==> config.mk <==
export PLATFORM = sky130hd
export DESIGN_NAME = c3sf_mac
export DESIGN_NICKNAME = d
export VERILOG_FILES = /design/src/hw/rtl/c3sf_pkg.sv /design/src/hw/rtl/c3sf_mac.sv
export SDC_FILE = /design/constraint.sdc
export NUM_CORES = 2
export LEC_CHECK = 0
export BUFFER_PORTS_ARGS = -buffer_cell sky130_fd_sc_hd__buf_4
export CAP_MARGIN = 20
export CORE_ASPECT_RATIO = 0.6
export CORE_UTILIZATION = 45
export CTS_BUF_LIST = sky130_fd_sc_hd__clkbuf_8
export CTS_CLUSTER_DIAMETER = 40
export DETAILED_ROUTE_END_ITERATION = 8
export PLACE_DENSITY_LB_ADDON = 0.1
export SLEW_MARGIN = 25
export SYNTH_ARGS = -nofsm -noshare
export SYNTH_HDL_FRONTEND = slang
export SYNTH_SLANG_ARGS = --single-unit
==> constraint.sdc <==
create_clock -name clock -period 9.9 [get_ports clock]
set_clock_uncertainty 0.15 [all_clocks]
set_input_delay 1.98 -clock clock [delete_from_list [all_inputs] [get_ports clock]]
set_output_delay 1.98 -clock clock [all_outputs]
set_load 0.1 [all_outputs]
==> src/hw/rtl/c3sf_pkg.sv <==
// ----------------------------------------------------------------------------
// c3sf_pkg: shared types and constants for the 3x3 stream filter
// Pixel, window and coefficient types, arithmetic widths, register indexes
// and register reset values.
// ----------------------------------------------------------------------------
package c3sf_pkg;

   localparam int KS         = 3;
   localparam int HALF_K     = 2;
   localparam int PIX_W      = 8;
   localparam int COEF_W     = 16;
   localparam int ROW_W      = KS * COEF_W;
   localparam int GEO_W      = 13;
   localparam int IMG_W_W    = 11;
   localparam int IMG_H_W    = 13;
   localparam int MAX_HEIGHT = 4096;
   localparam int CSR_IDX_W  = 3;
   localparam int CSR_DATA_W = ROW_W;
   localparam int FRAC_W     = 12;
   localparam int PROD_W     = PIX_W + 1 + COEF_W;
   localparam int ROWSUM_W   = PROD_W + 2;
   localparam int SUM_W      = ROWSUM_W + 1;
   localparam int WORD_W     = 2 * PIX_W;

   localparam logic [PIX_W-1:0] PIX_MAX        = '1;
   localparam logic [GEO_W-1:0] WIDTH_RST      = 13'd640;
   localparam logic [GEO_W-1:0] HEIGHT_RST     = 13'd480;
   localparam logic [ROW_W-1:0] COEF_TOP_RST   = 48'h0000_0000_0000;
   localparam logic [ROW_W-1:0] COEF_MID_RST   = 48'h0000_1000_0000;
   localparam logic [ROW_W-1:0] COEF_BOT_RST   = 48'h0000_0000_0000;

   typedef enum logic [CSR_IDX_W-1:0] {
      CSR_IMAGE_WIDTH  = 3'd0,
      CSR_IMAGE_HEIGHT = 3'd1,
      CSR_BORDER_MODE  = 3'd2,
      CSR_COEF_TOP     = 3'd3,
      CSR_COEF_MID     = 3'd4,
      CSR_COEF_BOT     = 3'd5
   } csr_index_type;

   typedef logic [PIX_W-1:0]                   pix_type;
   typedef logic [KS-1:0][PIX_W-1:0]           col_type;
   typedef logic [KS-1:0][KS-1:0][PIX_W-1:0]   win_type;
   typedef logic [KS-1:0][KS-1:0]              mask_type;
   typedef logic [KS-1:0][ROW_W-1:0]           coef_type;

   typedef struct packed {
      logic ld_s2;
      logic ld_s3;
      logic ld_s4;
      logic ld_out;
   } mac_ctl_type;

endpackage

==> src/hw/rtl/c3sf_mac.sv <==
// ----------------------------------------------------------------------------
// c3sf_mac: multiply-accumulate pipeline
// Masks the window, forms nine pixel by coefficient products, sums per row,
// then sums the rows, scales by 2^-12 and clamps to the pixel range.
// ----------------------------------------------------------------------------
module c3sf_mac (
   input  logic                  clock,
   input  c3sf_pkg::mac_ctl_type ctl,
   input  c3sf_pkg::win_type     win,
   input  c3sf_pkg::mask_type    mask,
   input  logic                  last,
   input  c3sf_pkg::coef_type    coefs,
   output logic [c3sf_pkg::PIX_W-1:0] pixel_out,
   output logic                  frame_last
);

   localparam int Q_W = c3sf_pkg::SUM_W - c3sf_pkg::FRAC_W;

   c3sf_pkg::pix_type px_in [c3sf_pkg::KS][c3sf_pkg::KS];
   c3sf_pkg::pix_type px_ff [c3sf_pkg::KS][c3sf_pkg::KS];
   logic signed [c3sf_pkg::PROD_W-1:0]   prod_in [c3sf_pkg::KS][c3sf_pkg::KS];
   logic signed [c3sf_pkg::PROD_W-1:0]   prod_ff [c3sf_pkg::KS][c3sf_pkg::KS];
   logic signed [c3sf_pkg::ROWSUM_W-1:0] rsum_in [c3sf_pkg::KS];
   logic signed [c3sf_pkg::ROWSUM_W-1:0] rsum_ff [c3sf_pkg::KS];
   logic signed [c3sf_pkg::SUM_W-1:0]    total;
   logic [Q_W-1:0]                       quot;
   logic [c3sf_pkg::PIX_W-1:0]           pix_out_in;
   logic [c3sf_pkg::PIX_W-1:0]           pix_out_ff;
   logic last2_ff, last3_ff, last4_ff, last_out_ff;

   always_comb begin
      for (int kr = 0; kr < c3sf_pkg::KS; kr++) begin
         for (int kc = 0; kc < c3sf_pkg::KS; kc++) begin
            px_in[kr][kc] = mask[kr][kc] ? win[kr][kc] : '0;
         end
      end
   end

   always_comb begin
      for (int kr = 0; kr < c3sf_pkg::KS; kr++) begin
         for (int kc = 0; kc < c3sf_pkg::KS; kc++) begin
            prod_in[kr][kc] =
               $signed({{(c3sf_pkg::PROD_W - c3sf_pkg::PIX_W){1'b0}}, px_ff[kr][kc]}) *
               $signed({{(c3sf_pkg::PROD_W - c3sf_pkg::COEF_W)
                          {coefs[kr][kc*c3sf_pkg::COEF_W + c3sf_pkg::COEF_W - 1]}},
                        coefs[kr][kc*c3sf_pkg::COEF_W +: c3sf_pkg::COEF_W]});
         end
      end
   end

   always_comb begin
      for (int kr = 0; kr < c3sf_pkg::KS; kr++) begin
         rsum_in[kr] = '0;
         for (int kc = 0; kc < c3sf_pkg::KS; kc++) begin
            rsum_in[kr] = rsum_in[kr] + c3sf_pkg::ROWSUM_W'(prod_ff[kr][kc]);
         end
      end
   end

   always_comb begin
      total = '0;
      for (int kr = 0; kr < c3sf_pkg::KS; kr++) begin
         total = total + c3sf_pkg::SUM_W'(rsum_ff[kr]);
      end
      quot = total[c3sf_pkg::SUM_W-1:c3sf_pkg::FRAC_W];
      if (total[c3sf_pkg::SUM_W-1]) begin
         pix_out_in = '0;
      end else if (quot > Q_W'(c3sf_pkg::PIX_MAX)) begin
         pix_out_in = c3sf_pkg::PIX_MAX;
      end else begin
         pix_out_in = quot[c3sf_pkg::PIX_W-1:0];
      end
   end

   always_ff @(posedge clock) begin
      if (ctl.ld_s2) begin
         px_ff    <= px_in;
         last2_ff <= last;
      end
      if (ctl.ld_s3) begin
         prod_ff  <= prod_in;
         last3_ff <= last2_ff;
      end
      if (ctl.ld_s4) begin
         rsum_ff  <= rsum_in;
         last4_ff <= last3_ff;
      end
      if (ctl.ld_out) begin
         pix_out_ff  <= pix_out_in;
         last_out_ff <= last4_ff;
      end
   end

   assign pixel_out  = pix_out_ff;
   assign frame_last = last_out_ff;

endmodule

Word-level counts from Yosys, hierarchy flattened
Cells that the tools add are included.
- register bits after elaboration: 390
- output and inout port bits: 9
- $add $sub $neg: 8
- mux-type cells: 1
- order comparisons: 1
- multipliers: 9
- operators with widths (cell ; count):
    multiplier 9 x 16 -> 25 bit ; 9
    adder 26 x 25 -> 27 bit ; 3
    adder 25 x 25 -> 26 bit ; 3
    adder 27 x 27 -> 28 bit ; 1
    adder 28 x 27 -> 28 bit ; 1
    > comparator 16 x 8 -> 1 bit (second input constant) ; 1
    2-to-1 mux 8 bit ; 1

Longest topological paths before layout
- word-level depth: 4
- gate-level depth with buffers: 20
- depth with buffers taken out: 19

Worst setup path after synthesis
Ideal clock, no wire load.
- kind: input to register
- start: input port coefs[79] (netlist bit)
- end: register prod_ff[124] (netlist bit), data pin
- cell stages on the path: 17
- buffers on the path: 1
- setup slack: 3300 ps
- required time: 9482 ps
- data arrival time: 6182 ps
- library setup time: 268 ps
- cells stage by stage: clkbuf_1 > nand2_1 > inv_1 > fa_1 > fa_1 > fa_1 > inv_1 > fa_1 > inv_1 > ha_1 > a21o_1 > a21oi_1 > nand2_1 > o221a_2 > a41o_1 > o41ai_1 > xnor2_1
- RTL lines (element ; RTL line ; text):
    start, declared ; c3sf_mac.sv:12 ; input c3sf_pkg::coef_type coefs,
    end signal, assigned ; c3sf_mac.sv:81 ; prod_ff <= prod_in;
    end, declared ; c3sf_mac.sv:22 ; logic signed [c3sf_pkg::PROD_W-1:0] prod_ff [c3sf_pkg::KS][c3sf_pkg::KS];

==> run metrics <==
initial antenna violation count 4; worst slew margin relative to its limit 0.363; RSZ-0062 raised after global routing false; drt first pass iters 6; YS warnings 0; # Max-Cap Violations 0; Mapped Cells about 6,000; largest family of logic cells by synthesized area adder cells; Critical Path Start coefs[4]; vias in the first global route ~41,000; Worst Hold Depth 0; clk slew on worst S/H paths approximately 0.060 ns; period utilization 0.667; Hold WC Path Type register to register; CTS Hold Bufs 0; WP data arrival between 6 and 7 ns; R2R cell count 19; gr usage total 0.225; Finished Layout Cells between 8,000 and 9,000; Tmin final 6.60 ns; Residual DRC 0; clock latency at the later pin of the worst-skew pair 0.75 ns; share of the synthesized area in the top cell type 0.344; XOR/XNOR Fraction of Synth Area 0.0392; Critical R2R Launch px_ff[64]$_SDFFCE_PN0P_; startpoint types input port; area of the core roughly 130,000 µm²; Yosys top cell by area fa_1; I/O pin total 240; dpl cells just under 8,000; drt wl/cell roughly 18 µm; Worst Hold Path EP last4_ff$_DFFE_PP_; DRT iter0 DRCs 2,669; initial core utilization 0.457; layout cells sized above 1 0.0626; largest net degree at the start of global routing 105; Final Setup Violations 0; total wire length around 140 mm; Post-DP HPWL roughly 120 mm; multiplexer share of the synthesized area 0.000673; GRT overflow 0; final hold vios 0; area grow syn2layout 9.03%; Synth area leaders fa_1 34%, edfxtp_1 20%, ha_1 12%; Slew Limit Fails 0; Post-synth top flop edfxtp_1; cell area after layout ~65,000 µm²; # rows about 100; measured slew at the worst slew-check pin roughly 0.95 ns; CTS tree done; CTS root buf clkbuf_8; synthesis-stage register bit count 390; CP Class input port to register; DP Area between 60,000 and 70,000 µm²; Synth Area in Simple Gates 0.144; critical path fanouts, max 8; async set or reset register ratio after synthesis 0; setup TNS 0 ns; Vias ~40,000; post-synthesis compound-gate area fraction 0.0655; Hold WS ~0.27 ns; post-synthesis cell type count just over 70; Critical Path RT between 10 and 15 ns; Vias per Instance approximately 5.0; Die H 284 µm; clock sinks between 300 and 400; fin nets ~8,000; Antenna Nets Post-Route 0; synthesized area about 59,000 µm²; postcts setup bufs 0; Mapped Avg Cell Area 9.93 µm²; Die Footprint between 100,000 and 150,000 µm²; post-synthesis sequential area ratio 0.197; syn nets 7,790; EDFF count, synth 390; die width ~470 µm; first-pass GRT wire length between 200 and 250 mm; FMAX approximately 150 MHz; min-delay src last3_ff$_DFFE_PP_; H-tree depth 3; Clock Tree Buf Depth 3; cts bufs inserted 78; Multi-input gate area 42,200 µm²; Port Buffers between 200 and 250; post-cts sizing count 0; flop-to-flop setup slack approximately 3.8 ns; Final Wtd Congestion 0.855; fillers between 10,000 and 15,000; Adder-Cell Fraction of Synth Area 0.460; FF/Latch Area approximately 12,000 µm²; status finished, final reports clean; endpoint class of the critical path register; RR Endpoint prod_ff[224]$_DFFE_PP_
[synth_stat cells (all sizes together), types with 14 or more instances]
cell type	instances
a31oi	21
a21o	77
and2	721
o31ai	16
a21oi	192
edfxtp	390
nand2b	28
fa	1022
and3	16
nand2	603
a211oi	27
nor2b	27
inv	1396
ha	551
or3	14
xor2	67
nor2	151
nor3	39
nand3	51
o21bai	28
xnor2	199
o21a	35
o21ai	94
clkbuf	83
[worst max path at each step]
stage	to	slack [ns]	cells after the start
finish	prod_ff[224]$_DFFE_PP_	3.30	20
global route	prod_ff[224]$_DFFE_PP_	2.95	20
CTS	prod_ff[224]$_DFFE_PP_	3.47	20
detailed placement	prod_ff[224]$_DFFE_PP_	2.68	20
global placement	prod_ff[224]$_DFFE_PP_	2.75	20
floorplan	prod_ff[124]$_DFFE_PP_	3.30	17
[cell type report]
| type | instances | area share |
|---|---|---|
| multi-input combinational | 4117 | 0.651 |
| sequential | 390 | 0.181 |
| inverter | 1396 | 0.0808 |
| tap | 1716 | 0.0331 |
| timing repair buffer | 243 | 0.0283 |
| clock buffer | 81 | 0.0172 |
| clock inverter | 62 | 0.00896 |
| antenna | 3 | 0.000116 |
[stage by stage]
step,setup slack (ns),utilization
2_1_floorplan,3.30,-
3_3_place_gp,2.75,0.485
3_5_place_dp,2.68,0.485
4_1_cts,3.47,0.498
5_1_grt,2.95,0.498
6_report,3.30,0.498
[registers in the layout, indices dropped and copies added (netlist names)]
signal      flops
last2_ff        1
frame_last      1
px_ff          72
pixel_out       8
rsum_ff        81
last4_ff        1
prod_ff       225
last3_ff        1
[placed cells by master, fill, tap and decap left out, types with 75 or more instances in the layout]
cell type / instances
nor2_1: 151
o21ai_0: 88
and2_1: 721
clkbuf_8: 81
a21oi_1: 189
a21o_1: 75
ha_1: 551
inv_1: 1410
fa_1: 1022
edfxtp_1: 390
nand2_1: 603
xnor2_1: 199
buf_4: 242
[worst max-delay path: stages]
cell	delay, ns
buf_4	0.13
nand2_1	0.08
fa_1	0.56
inv_1	0.04
ha_1	0.26
ha_1	0.27
inv_1	0.05
fa_1	0.48
inv_1	0.04
ha_1	0.20
fa_1	0.46
a21oi_1	0.27
o211ai_1	0.18
a2111oi_0	0.82
nor3_1	0.22
nor2_1	0.19
a211o_1	0.22
o2111ai_1	0.15
a21oi_1	0.19
xnor2_1	0.08
[routing by layer]
layer | share of wire | global-route usage | vias to the layer above | wire, µm
li1 | - | - | 19000 | -
met1 | 0.54 | 0.376 | 20100 | 77100
met2 | 0.37 | 0.290 | 921 | 53700
met3 | 0.075 | 0.0524 | 114 | 10800
met4 | 0.011 | 0.0306 | 0 | 1630
met5 | 0 | 0 | - | 0
[kinds of logic (layout without fill, tap and decap cells)]
kind of cell / count (synthesis) / count (layout)
adders and majority gates: 1573 / 1573
muxes: 4 / 4
DFF: 390 / 390
xor gates and xnor gates: 266 / 266
buffers and inverters: 1479 / 1782
AOI/OAI and AO/OA: 589 / 589
and+or+nand+nor: 1685 / 1685
other: 0 / 3
Power is left out: the tool's default activity adds up to more than one toggle a clock period on the data nets, which glitch-free logic cannot reach.
