**src/hw/rtl/c3sf_pkg.sv**
```systemverilog
// ----------------------------------------------------------------------------
// c3sf_pkg: shared types and constants for the 3x3 stream filter
// Pixel, window and coefficient types, arithmetic widths, register indexes
// and register reset values.
// ----------------------------------------------------------------------------
package c3sf_pkg;

   localparam int KS         = 3;
   localparam int HALF_K     = 2;
   localparam int PIX_W      = 8;
   localparam int COEF_W     = 16;
   localparam int ROW_W      = KS * COEF_W;
   localparam int GEO_W      = 13;
   localparam int IMG_W_W    = 11;
   localparam int IMG_H_W    = 13;
   localparam int MAX_HEIGHT = 4096;
   localparam int CSR_IDX_W  = 3;
   localparam int CSR_DATA_W = ROW_W;
   localparam int FRAC_W     = 12;
   localparam int PROD_W     = PIX_W + 1 + COEF_W;
   localparam int ROWSUM_W   = PROD_W + 2;
   localparam int SUM_W      = ROWSUM_W + 1;
   localparam int WORD_W     = 2 * PIX_W;

   localparam logic [PIX_W-1:0] PIX_MAX        = '1;
   localparam logic [GEO_W-1:0] WIDTH_RST      = 13'd640;
   localparam logic [GEO_W-1:0] HEIGHT_RST     = 13'd480;
   localparam logic [ROW_W-1:0] COEF_TOP_RST   = 48'h0000_0000_0000;
   localparam logic [ROW_W-1:0] COEF_MID_RST   = 48'h0000_1000_0000;
   localparam logic [ROW_W-1:0] COEF_BOT_RST   = 48'h0000_0000_0000;

   typedef enum logic [CSR_IDX_W-1:0] {
      CSR_IMAGE_WIDTH  = 3'd0,
      CSR_IMAGE_HEIGHT = 3'd1,
      CSR_BORDER_MODE  = 3'd2,
      CSR_COEF_TOP     = 3'd3,
      CSR_COEF_MID     = 3'd4,
      CSR_COEF_BOT     = 3'd5
   } csr_index_type;

   typedef logic [PIX_W-1:0]                   pix_type;
   typedef logic [KS-1:0][PIX_W-1:0]           col_type;
   typedef logic [KS-1:0][KS-1:0][PIX_W-1:0]   win_type;
   typedef logic [KS-1:0][KS-1:0]              mask_type;
   typedef logic [KS-1:0][ROW_W-1:0]           coef_type;

   typedef struct packed {
      logic ld_s2;
      logic ld_s3;
      logic ld_s4;
      logic ld_out;
   } mac_ctl_type;

endpackage

```
**src/hw/rtl/c3sf_window.sv**
```systemverilog
// ----------------------------------------------------------------------------
// c3sf_window: 3x3 pixel window
// Shifts one column left per pixel and loads the newest column on the right.
// ----------------------------------------------------------------------------
module c3sf_window (
   input  logic              clock,
   input  logic              reset,
   input  logic              shift_en,
   input  c3sf_pkg::col_type col_new,
   output c3sf_pkg::win_type win_new
);

   c3sf_pkg::win_type win_ff;
   c3sf_pkg::win_type win_in;

   always_comb begin
      for (int kr = 0; kr < c3sf_pkg::KS; kr++) begin
         for (int kc = 0; kc < c3sf_pkg::KS - 1; kc++) begin
            win_in[kr][kc] = win_ff[kr][kc+1];
         end
         win_in[kr][c3sf_pkg::KS-1] = col_new[kr];
      end
   end

   always_ff @(posedge clock) begin
      if (reset) begin
         win_ff <= '0;
      end else if (shift_en) begin
         win_ff <= win_in;
      end
   end

   assign win_new = win_in;

endmodule

```
**config.mk**
```make
export PLATFORM = sky130hd
export DESIGN_NAME = c3sf_window
export DESIGN_NICKNAME = d
export VERILOG_FILES = /design/src/hw/rtl/c3sf_pkg.sv /design/src/hw/rtl/c3sf_window.sv
export SDC_FILE = /design/constraint.sdc
export NUM_CORES = 1
export LEC_CHECK = 0
export ABC_AREA = 1
export BUFFER_PORTS_ARGS = -buffer_cell sky130_fd_sc_hd__clkbuf_2
export CAP_MARGIN = 20
export CORE_UTILIZATION = 40
export CTS_BUF_LIST = sky130_fd_sc_hd__clkbuf_8
export CTS_CLUSTER_DIAMETER = 200
export DETAILED_ROUTE_END_ITERATION = 16
export PLACE_DENSITY = 0.73
export SETUP_SLACK_MARGIN = 0.2
export SLEW_MARGIN = 10
export SYNTH_ARGS = -nofsm -noshare
export SYNTH_HDL_FRONTEND = slang
export SYNTH_SLANG_ARGS = --single-unit
```
**constraint.sdc**
```tcl
create_clock -name clock -period 0.8 [get_ports clock]
set_input_delay 0.08 -clock clock [delete_from_list [all_inputs] [get_ports clock]]
set_output_delay 0.08 -clock clock [all_outputs]
set_load 0.05 [all_outputs]
```
# Yosys cells after proc, flatten, opt, wreduce, memory -nomap -nowiden
# Index checks and enable logic that the tools add are counted.
totals:
  ff_bits: 48
  elab_cells: 6
  out_inout_bits: 72
  inputBits: 27

# Depth between registers and ports, before layout
# Gate-level depths: netlist of run 1.
depth:
  ltp_word: 0
  mapped_depth: 5
  ltp_nobuf: 4

# Worst setup path after synthesis of run 1
# Ideal clock, no wire load.
synth_timing:
  kind: "register -> register"
  start: "register win_ff (netlist bit win_new[56])"
  end: "register win_ff (netlist bit win_new[48])"
  setup_time_ns: 0.064
  setup_slack_ns: -0.137
  arrival_ns: 0.873
  synth_period_minus_slack_ns: 0.937
  required_time_ns: 0.736
  n_path_buf: 0
  stages_incl_launch_ff: 5
  cell_sequence: "dfxtp_1 > inv_1 > nand2_1 > nand2_1 > nor2_1"
synth_rtl:
  columns: ["element", "line", "source"]
  rows:
  - ["start, declared", "c3sf_window.sv:13", "c3sf_pkg::win_type win_ff;"]
  - ["start signal, assigned", "c3sf_window.sv:29", "win_ff <= win_in;"]

==> results.json, run 1 <==
{
  "period_share_pct": 118.6,
  "yosysTopAreaCellShare_pct": 44.50,
  "fin_crit_ns": 0.9487,
  "synth_area_um2": 2160,
  "cp_max_fo": 2,
  "drtAntennaViolNets": 0,
  "place_ws_ns": 0.02533,
  "gr-total-overflow": 0,
  "antenna_found_initial": 0,
  "clock_latency_ns": 0.29,
  "rows": 26,
  "yosysSeqAreaShare_pct": 44.50,
  "critPathMaxStageDelay_ns": 0.38,
  "worst_slack_ns": -0.1487,
  "clk_pin_slew_ns": 0.08,
  "grtUsageTotal_pct": 21.59,
  "cts_sinks": 48,
  "hold_path.class": "input pin to flop",
  "cp_num_buf_inv": 3,
  "power.leakage_nw": 2.125,
  "cp_top_family": "flip-flops",
  "die_h_um": 75.48,
  "whs_ns": 0.06581,
  "die_w_um": 75.48,
  "hold_viol_final": 0,
  "synth_top_cell_by_area": "dfxtp_1",
  "grt_pass1_vias": 2073,
  "insertedDiodeCount": 0,
  "fin_area_um2": 4285,
  "syn_inst": 329,
  "total_power_mw": 6.593,
  "num_io_pins": 99,
  "ys_ff_latch": 48,
  "arrival_ns": 1.15,
  "dr.pass1.iters": 4,
  "die-area_um2": 5696,
  "rsz0062_at_grt": "true",
  "post-dp-hpwl_um": 3034,
  "worstPathRequired_ns": 1.01,
  "crit_type": "flop to flop",
  "htreeDepth": 2,
  "max-cap-violations": 0,
  "synthArstFlopShare_pct": 0,
  "start_kind": "flop",
  "grt_start_max_net_pins": 41,
  "status": "finished with violations",
  "drc_errors": 0,
  "synth_edf_count": 0,
  "worst_slew_pin_slew_ns": 0.2912,
  "ys_top_cells_by_count": "nand2_1 (96), nor2_1 (96), inv_1 (49), dfxtp_1 (48), buf_4 (26)",
  "synthTopCellsByArea": "dfxtp_1 (44%), nand2_1 (17%), nor2_1 (17%), buf_4 (9.0%), inv_1 (8.5%)",
  "cts_tree": "yes",
  "clock_path_buffers": 2,
  "maxSlewViolCount": 0,
  "nets": 458,
  "root_buffer": "clkbuf_8",
  "grt_pass1_wl_um": 9218,
  "layout-drive-gt1-share_pct": 58.33,
  "ys.flop_type": "dfxtp_1",
  "core_um2": 5140,
  "cp_cell_sequence": "buf_6 > buf_6 > inv_2 > nand2_1 > nand2_1 > nor2_1",
  "powerDensity_nw_per_um2": 1539,
  "fill_cells": 284,
  "end_kind": "flop",
  "place_congestion": 0.6550,
  "largest_register_ffs": 48,
  "num_vias": 2229,
  "routedWlPerCell_um": 12.65,
  "cp_slowest_cell": "dfxtp_4",
  "vias_per_cell": 4.440,
  "drt_wl_total_um": 6350,
  "io_buffers": 98,
  "setup_viol": 59,
  "avgSynthCellArea_um2": 6.564,
  "initial_core_util_pct": 42.02,
  "peakVddDrop_v": 0.0009998,
  "ys_types": 8,
  "relSlewSlack_pct": 80.67,
  "placed_cell_area_um2": 2724,
  "cts_buffers": 5,
  "synth.net_count": 356,
  "maxClockFrequency_mhz": 1054,
  "failed_checks": "negative setup slack",
  "fin_worst_skew_ns": 0.003504,
  "synth_warnings": 0,
  "tns_ns": -5.091,
  "areaGrowthSynthToFinish_pct": 98.44,
  "drt-initial-drc-count": 88
}
[report_power, final]
group	switching, mW	leakage, nW	internal (mW)	total [mW]
combinational	1.39	1.65	1.20	2.59
clock	0.728	0.0482	0.584	1.31
sequential	0.180	0.428	2.51	2.69
total	2.30	2.12	4.29	6.59
[stage by stage]
step	cells	utilization (%)
6_report	502	83.37
5_1_grt	502	83.37
3_3_place_gp	462	52.99
2_1_floorplan	329	-
3_5_place_dp	462	52.99
4_1_cts	490	78.21
[timing repair]
item / CTS / global route
hold endpoints to repair: 0 / 0
gates cloned: 0 / 0
setup endpoints to repair: 75 / 96
buffers inserted: 20 / 12
pin swaps: 35 / 35
resized for setup: 175 / 53
hold buffers: 0 / 0
[placed cells by master, fill, tap and decap left out]
cell type and instances:
buf_12 5, buf_2 1, buf_6 32, clkbuf_16 48, clkbuf_2 49, clkbuf_8 5, clkinv_1 1, dfxtp_4 48
inv_1 27, inv_2 24, nand2_1 85, nand2_2 11, nor2_1 67, nor2_2 17, nor2_4 12
[per-layer routing]
layer / vias to the layer above / global-route usage, % / part of all wire, %
met5: - / 0 / 0
met4: 0 / 9.465 / 2.8
met3: 15 / 5.159 / 4.7
met2: 88 / 40.18 / 54
met1: 1016 / 23.16 / 38
li1: 1110 / - / -
[final timing paths]
kind	from	endpoint	slack, ns	cells after the start
worst min register to register	win_new[31]$_SDFFE_PP0P_	win_new[31]$_SDFFE_PP0P_	0.49	2
worst max register to register	win_new[34]$_SDFFE_PP0P_	win_new[26]$_SDFFE_PP0P_	-0.15	6
worst min-delay path	col_new[18]	win_new[58]$_SDFFE_PP0P_	0.07	5
worst max-delay path	win_new[34]$_SDFFE_PP0P_	win_new[26]$_SDFFE_PP0P_	-0.15	6
[cell families after synthesis]
logic type	Yosys count	synth area share [%]
simple gates	192	33.37
buf+inv	89	22.13
flops	48	44.50
[final cells by class]
type / count / area (µm²) / share of cell area, %
inverter: 49 / 183.9 / 4.292
clock buffer: 5 / 68.82 / 1.606
clock inverter: 3 / 11.26 / 0.2628
multi-input combinational: 192 / 880.8 / 20.55
timing repair buffer: 135 / 1912 / 44.61
tap: 70 / 87.58 / 2.044
sequential: 48 / 1141 / 26.63
[worst register-to-register path, cell delays in order, from the launching register on]
cell	delay, ns
dfxtp_4	0.38
buf_6	0.09
buf_6	0.09
inv_2	0.03
nand2_1	0.04
nand2_1	0.06
nor2_1	0.18
Note: power is estimated with default switching activity, not from simulation.
==> run 2, diff against run 1 <==
--- a/config.mk
+++ b/config.mk
@@ -12,7 +12,7 @@
 export CTS_BUF_LIST = sky130_fd_sc_hd__clkbuf_8
 export CTS_CLUSTER_DIAMETER = 200
 export DETAILED_ROUTE_END_ITERATION = 16
-export PLACE_DENSITY = 0.73
+export PLACE_DENSITY = 0.7
 export SETUP_SLACK_MARGIN = 0.2
 export SLEW_MARGIN = 10
 export SYNTH_ARGS = -nofsm -noshare
==> constraint.sdc (replaced) <==
create_clock -name clock -period 0.9 [get_ports clock]
set_input_delay 0.09 -clock clock [delete_from_list [all_inputs] [get_ports clock]]
set_output_delay 0.09 -clock clock [all_outputs]
set_load 0.05 [all_outputs]
==> run 2 against run 1 <==
  * The flow still finishes with violations (negative setup slack)
  * Routed wire length is 16% lower
  * Critical path depth shrank 5
  * Total power is 12% lower
  * Sequential share of layout area increased by 1.3 points
  * Combinational power fell by 20%
  * Clock power about the same
  * Critical path type is now flop to output port
  * Critical endpoint is now win_new[56]
==> results.json, run 2 (synthesis results as in run 1) <==
{
  "fin_crit_ns": 0.9130,
  "end_kind": "output port",
  "largest_register_ffs": 48,
  "p_comb_share_pct": 35.8,
  "setup_viol": 26,
  "htreeDepth": 2,
  "worst_slack_ns": -0.01297,
  "drt_wl_total_um": 5324,
  "placed_cell_area_um2": 2644,
  "grt_pass1_wl_um": 7700,
  "hold_path.class": "input pin to flop",
  "cts_buffers": 5,
  "nets": 451,
  "worstPathRequired_ns": 0.81,
  "crit_start": "win_new[56]$_SDFFE_PP0P_",
  "cp_top_family": "flip-flops",
  "antenna_found_initial": 0,
  "drc_errors": 0,
  "peakVddDrop_v": 0.001015,
  "status": "finished with violations",
  "layout_commonest_cell": "nand2_1",
  "netSwitchingFraction_pct": 34.84,
  "clock_path_buffers": 2,
  "die-area_um2": 5696,
  "cts_sinks": 48,
  "whs_endpoint": "win_new[58]$_SDFFE_PP0P_",
  "p_int_mw": 3.783,
  "maxClockFrequency_mhz": 1095,
  "initial_core_util_pct": 42.02,
  "total_power_mw": 5.805,
  "maxSlewViolCount": 0,
  "relSlewSlack_pct": 80.97,
  "period_share_pct": 101.4,
  "r2r-end": "win_new[54]$_SDFFE_PP0P_",
  "die_w_um": 75.48,
  "arrival_ns": 0.82,
  "fin_worst_skew_ns": 0.003742,
  "critPathMaxStageDelay_ns": 0.36,
  "die_h_um": 75.48,
  "gr-total-overflow": 0,
  "cp_slowest_cell": "dfxtp_4",
  "powerDensity_nw_per_um2": 1500,
  "cp_num_buf_inv": 1,
  "grt_pass1_vias": 1752,
  "final_cell_mix": "nand2_1 (92), nor2_1 (74), clkbuf_2 (49), clkbuf_16 (28), inv_1 (27)",
  "r2r_setup_slack_ns": 0.11,
  "cp_cell_sequence": "clkbuf_16",
  "fin_area_um2": 3870,
  "hold_path_depth": 5,
  "insertedDiodeCount": 0,
  "layout-drive-gt1-share_pct": 54.59,
  "rows": 26,
  "clk_pin_slew_ns": 0.09,
  "worst_slew_pin_slew_ns": 0.2866,
  "grtUsageTotal_pct": 17.89,
  "cts_tree": "yes",
  "core_um2": 5140,
  "drtAntennaViolNets": 0,
  "rsz0062_at_grt": "true",
  "hold_path.startpoint": "col_new[18]",
  "vias_per_cell": 4.240,
  "dr.pass1.iters": 4,
  "areaGrowthSynthToFinish_pct": 79.20,
  "failed_checks": "negative setup slack",
  "clockPowerShare_pct": 22.6,
  "root_buffer": "clkbuf_8",
  "routedWlPerCell_um": 10.76,
  "start_kind": "flop",
  "num_io_pins": 99,
  "max-cap-violations": 0,
  "post-dp-hpwl_um": 2777,
  "io_buffers": 98,
  "power.leakage_nw": 1.990,
  "tns_ns": -0.1849,
  "crit_type": "flop to output port",
  "hold_viol_final": 0,
  "num_vias": 2099,
  "grt_start_max_net_pins": 55,
  "whs_ns": 0.06549,
  "cp_max_fo": 2,
  "final_core_util_pct": 75.29,
  "p_seq_share_pct": 41.6,
  "fill_cells": 376,
  "r2r_cells": 5,
  "p_sw_mw": 2.023,
  "place_congestion": 0.6817,
  "r2r-start": "win_new[62]$_SDFFE_PP0P_",
  "clock_latency_ns": 0.29,
  "drt-initial-drc-count": 75
}
[run 2: cell types whose count changed in the layout (fill, tap and decap cells not counted), moves of 7 or more]
cell	previous run	this run
nor2_1	67	74
clkbuf_16	48	28
buf_6	32	14
buf_8	0	20
dfxtp_2	0	24
nand2_2	11	4
nand2_1	85	92
buf_4	0	12
dfxtp_4	48	24
nor2_2	17	10
[run 2: metrics by stage]
stage	setup slack [ns]	instances
2_1_floorplan	0.1986	329
3_3_place_gp	0.1428	461
3_5_place_dp	0.1118	461
4_1_cts	-0.02829	492
5_1_grt	-0.04702	495
6_report	-0.01297	495
[run 2: cell type report]
class | count | area, µm² | share of cell area [%]
clock buffers | 6 | 82.58 | 2.134
inverters | 49 | 183.9 | 4.753
flip-flops and latches | 48 | 1081 | 27.93
multi-input cells | 192 | 845.8 | 21.86
repair buffers | 128 | 1579 | 40.80
well taps | 70 | 87.58 | 2.263
clock inverters | 2 | 10.01 | 0.2586
[run 2: how the worst max path moves through the flow]
| stage | cells after the start | to | slack, ns |
|---|---|---|---|
| after floorplan | 4 | win_new[48]$_SDFFE_PP0P_ | 0.20 |
| after global placement | 5 | win_new[26]$_SDFFE_PP0P_ | 0.14 |
| after detailed placement | 5 | win_new[32]$_SDFFE_PP0P_ | 0.11 |
| after CTS | 1 | win_new[56] | -0.03 |
| after global routing | 1 | win_new[10] | -0.05 |
| final | 1 | win_new[56] | -0.01 |
[run 2: layer usage]
layer / part of all wire, % / wire [µm] / track usage [%]
met1: 42 / 2221 / 21.29
met2: 53 / 2801 / 30.95
met3: 5.2 / 279 / 3.968
met4: 0.41 / 22 / 7.819
met5: 0 / 0 / 0
[run 2: power by group through the flow]
stage	registers, mW	clock network, mW	logic (mW)
6_report	2.41	1.31	2.08
4_1_cts	2.39	1.36	1.91
5_1_grt	2.43	1.46	2.20
3_3_place_gp	2.41	0	1.38
3_5_place_dp	2.42	0	1.39
2_1_floorplan	2.92	0	0.664
[run 2: repair_timing]
action	in CTS	in global routing
endpoints found under the setup margin	48	91
gates resized for setup	126	72
gates cloned	0	0
endpoints found under the hold margin	0	0
hold buffers	0	0
pin swaps	27	24
setup buffers	23	3
==> run 3, diff against run 2 <==
--- a/config.mk
+++ b/config.mk
@@ -8,12 +8,14 @@
 export ABC_AREA = 1
 export BUFFER_PORTS_ARGS = -buffer_cell sky130_fd_sc_hd__clkbuf_2
 export CAP_MARGIN = 20
+export CORE_MARGIN = 10
 export CORE_UTILIZATION = 40
 export CTS_BUF_LIST = sky130_fd_sc_hd__clkbuf_8
 export CTS_CLUSTER_DIAMETER = 200
 export DETAILED_ROUTE_END_ITERATION = 16
 export PLACE_DENSITY = 0.7
 export SETUP_SLACK_MARGIN = 0.2
+export SKIP_LAST_GASP = 1
 export SLEW_MARGIN = 10
 export SYNTH_ARGS = -nofsm -noshare
 export SYNTH_HDL_FRONTEND = slang
==> run 3 against run 2 <==
  * Flip-flop and latch count unchanged
  * Clock skew shrank 0.0023 ns
  * Die area grew 53%
  * Sequential power about the same
  * The run still ends with negative setup slack left
  * Critical endpoint is now win_new[35]
  * Combinational power increased by 5%
  * Largest cell class unchanged
  * Cell count unchanged
  * Critical path depth stayed put
==> results.json, run 3 (synthesis results as in run 1) <==
{
  "status": "finished with violations",
  "failed_checks": "negative setup slack",
  "post-dp-hpwl_um": 3724,
  "p_int_mw": 3.778,
  "insertedDiodeCount": 0,
  "io_buffers": 98,
  "die_w_um": 93.48,
  "end_kind": "output port",
  "clockPowerShare_pct": 20.6,
  "vias_per_cell": 4.253,
  "initial_core_util_pct": 41.75,
  "final_core_util_pct": 77.91,
  "wl_met3_um": 682,
  "hold_viol_final": 0,
  "routedWlPerCell_um": 13.28,
  "maxClockFrequency_mhz": 1092,
  "num_vias": 2105,
  "nets": 452,
  "drtAntennaViolNets": 0,
  "num_io_pins": 99,
  "worst_slack_ns": -0.01595,
  "cp_slowest_cell": "dfxtp_4",
  "relSlewSlack_pct": 80.63,
  "cp_max_fo": 3,
  "crit_type": "flop to output port",
  "p_seq_share_pct": 41.8,
  "die-area_um2": 8738,
  "cts_buffers": 5,
  "place_inst": 461,
  "antenna_found_initial": 0,
  "drt_wl_total_um": 6573,
  "fin_cells": 495,
  "root_buffer": "clkbuf_8",
  "grtUsageTotal_pct": 14.61,
  "p_comb_share_pct": 37.6,
  "period_share_pct": 101.8,
  "grt_pass1_vias": 2195,
  "arrival_ns": 0.83,
  "cts_sinks": 48,
  "critPathMaxStageDelay_ns": 0.38,
  "grt_pass1_wl_um": 10380,
  "max-cap-violations": 0,
  "power.leakage_nw": 2.060,
  "grt_start_max_net_pins": 56,
  "place_congestion": 0.7089,
  "layout_commonest_cell": "nand2_1",
  "worstPathRequired_ns": 0.81,
  "dr_wl_met2_um": 3266,
  "top_layer": "met4",
  "place_ws_ns": 0.1052,
  "htreeDepth": 2,
  "total_power_mw": 5.795,
  "dr.pass1.iters": 4,
  "cts_tree": "yes",
  "die_h_um": 93.48,
  "m1WireLength_um": 2515,
  "gr-total-overflow": 0,
  "clock_path_buffers": 2,
  "p_sw_mw": 2.017,
  "peakVddDrop_v": 0.0007628,
  "powerDensity_nw_per_um2": 1438,
  "core_um2": 5172,
  "netSwitchingFraction_pct": 34.80,
  "hold_buffers": 0,
  "hold_path.class": "input pin to flop",
  "drt-initial-drc-count": 111,
  "final_cell_mix": "nand2_1 (90), nor2_1 (83), clkbuf_2 (49), clkbuf_16 (47), inv_1 (26)",
  "start_kind": "flop",
  "maxSlewViolCount": 0,
  "areaGrowthSynthToFinish_pct": 86.62,
  "fin_worst_skew_ns": 0.001441,
  "rsz0062_at_grt": "true",
  "worst_slew_pin_slew_ns": 0.2918,
  "clk_pin_slew_ns": 0.08,
  "largest_register_ffs": 48,
  "cp_top_family": "flip-flops",
  "clock_latency_ns": 0.29,
  "cp_num_buf_inv": 1,
  "rows": 26,
  "cp_cell_sequence": "clkbuf_16",
  "layout-drive-gt1-share_pct": 53.18,
  "drc_errors": 0,
  "setup_viol": 32,
  "fin_crit_ns": 0.9159
}
-- run 3: changes by cell type in the layout (fill, tap and decap cells not counted), moves of 2 or more --
cell,delta
buf_6,+8
nand2_1,-2
nor2_4,-7
nor2_1,+9
buf_4,-7
inv_2,+2
clkbuf_16,+19
nand2_2,+2
buf_8,-19
nor2_2,-2
-- run 3: layer usage --
layer	track usage [%]	vias up
met2	27.03	80
li1	-	1100
met4	3.985	0
met3	6.954	10
met1	14.09	915
met5	0	-
-- run 3: repair_timing --
action                                  in CTS  in global routing
endpoints found under the setup margin      48                 91
pin swaps                                    0                 15
setup buffers                               21                  6
gates resized for setup                    143                 51
-- run 3: stage by stage --
stage | cell area [µm²] | hold WS, ns | setup TNS, ns
floorplan | 2286 | 0.2685 | 0
global placement | 2644 | 0.3711 | 0
detailed placement | 2644 | 0.3736 | 0
CTS | 3829 | 0.05606 | -0.6173
global route | 4030 | 0.07098 | -1.674
finish | 4030 | 0.06944 | -0.2635
-- run 3: tightest hold or removal path, cell delays in order --
cell and delay [ns]:
clkbuf_2 0.09, inv_1 0.04, nand2_1 0.04, nand2_1 0.05, nor2_1 0.03
-- run 3: path summary, 6_finish.rpt --
kind | slack (ns) | endpoint | start | cells after the start
max | -0.02 | win_new[35] | win_new[35]$_SDFFE_PP0P_ | 1
min | 0.07 | win_new[62]$_SDFFE_PP0P_ | col_new[22] | 5
max reg2reg | 0.09 | win_new[48]$_SDFFE_PP0P_ | win_new[56]$_SDFFE_PP0P_ | 5
min reg2reg | 0.49 | win_new[7]$_SDFFE_PP0P_ | win_new[7]$_SDFFE_PP0P_ | 2
-- run 3: cell type report --
type | instances | area [µm²]
clock buffer | 5 | 68.82
sequential | 48 | 1081
clock inverter | 2 | 8.758
fill | 347 | 1142
timing repair buffer | 129 | 1807
multi-input combinational | 192 | 793.3
tap | 70 | 87.58
inverter | 49 | 183.9
-- run 3: power by group through the flow --
stage / clock, mW / combinational (mW) / sequential (mW)
global route: 1.31 / 2.31 / 2.44
detailed placement: 0 / 1.42 / 2.41
finish: 1.19 / 2.18 / 2.42
global placement: 0 / 1.40 / 2.41
CTS: 1.24 / 2.04 / 2.40
floorplan: 0 / 0.664 / 2.92
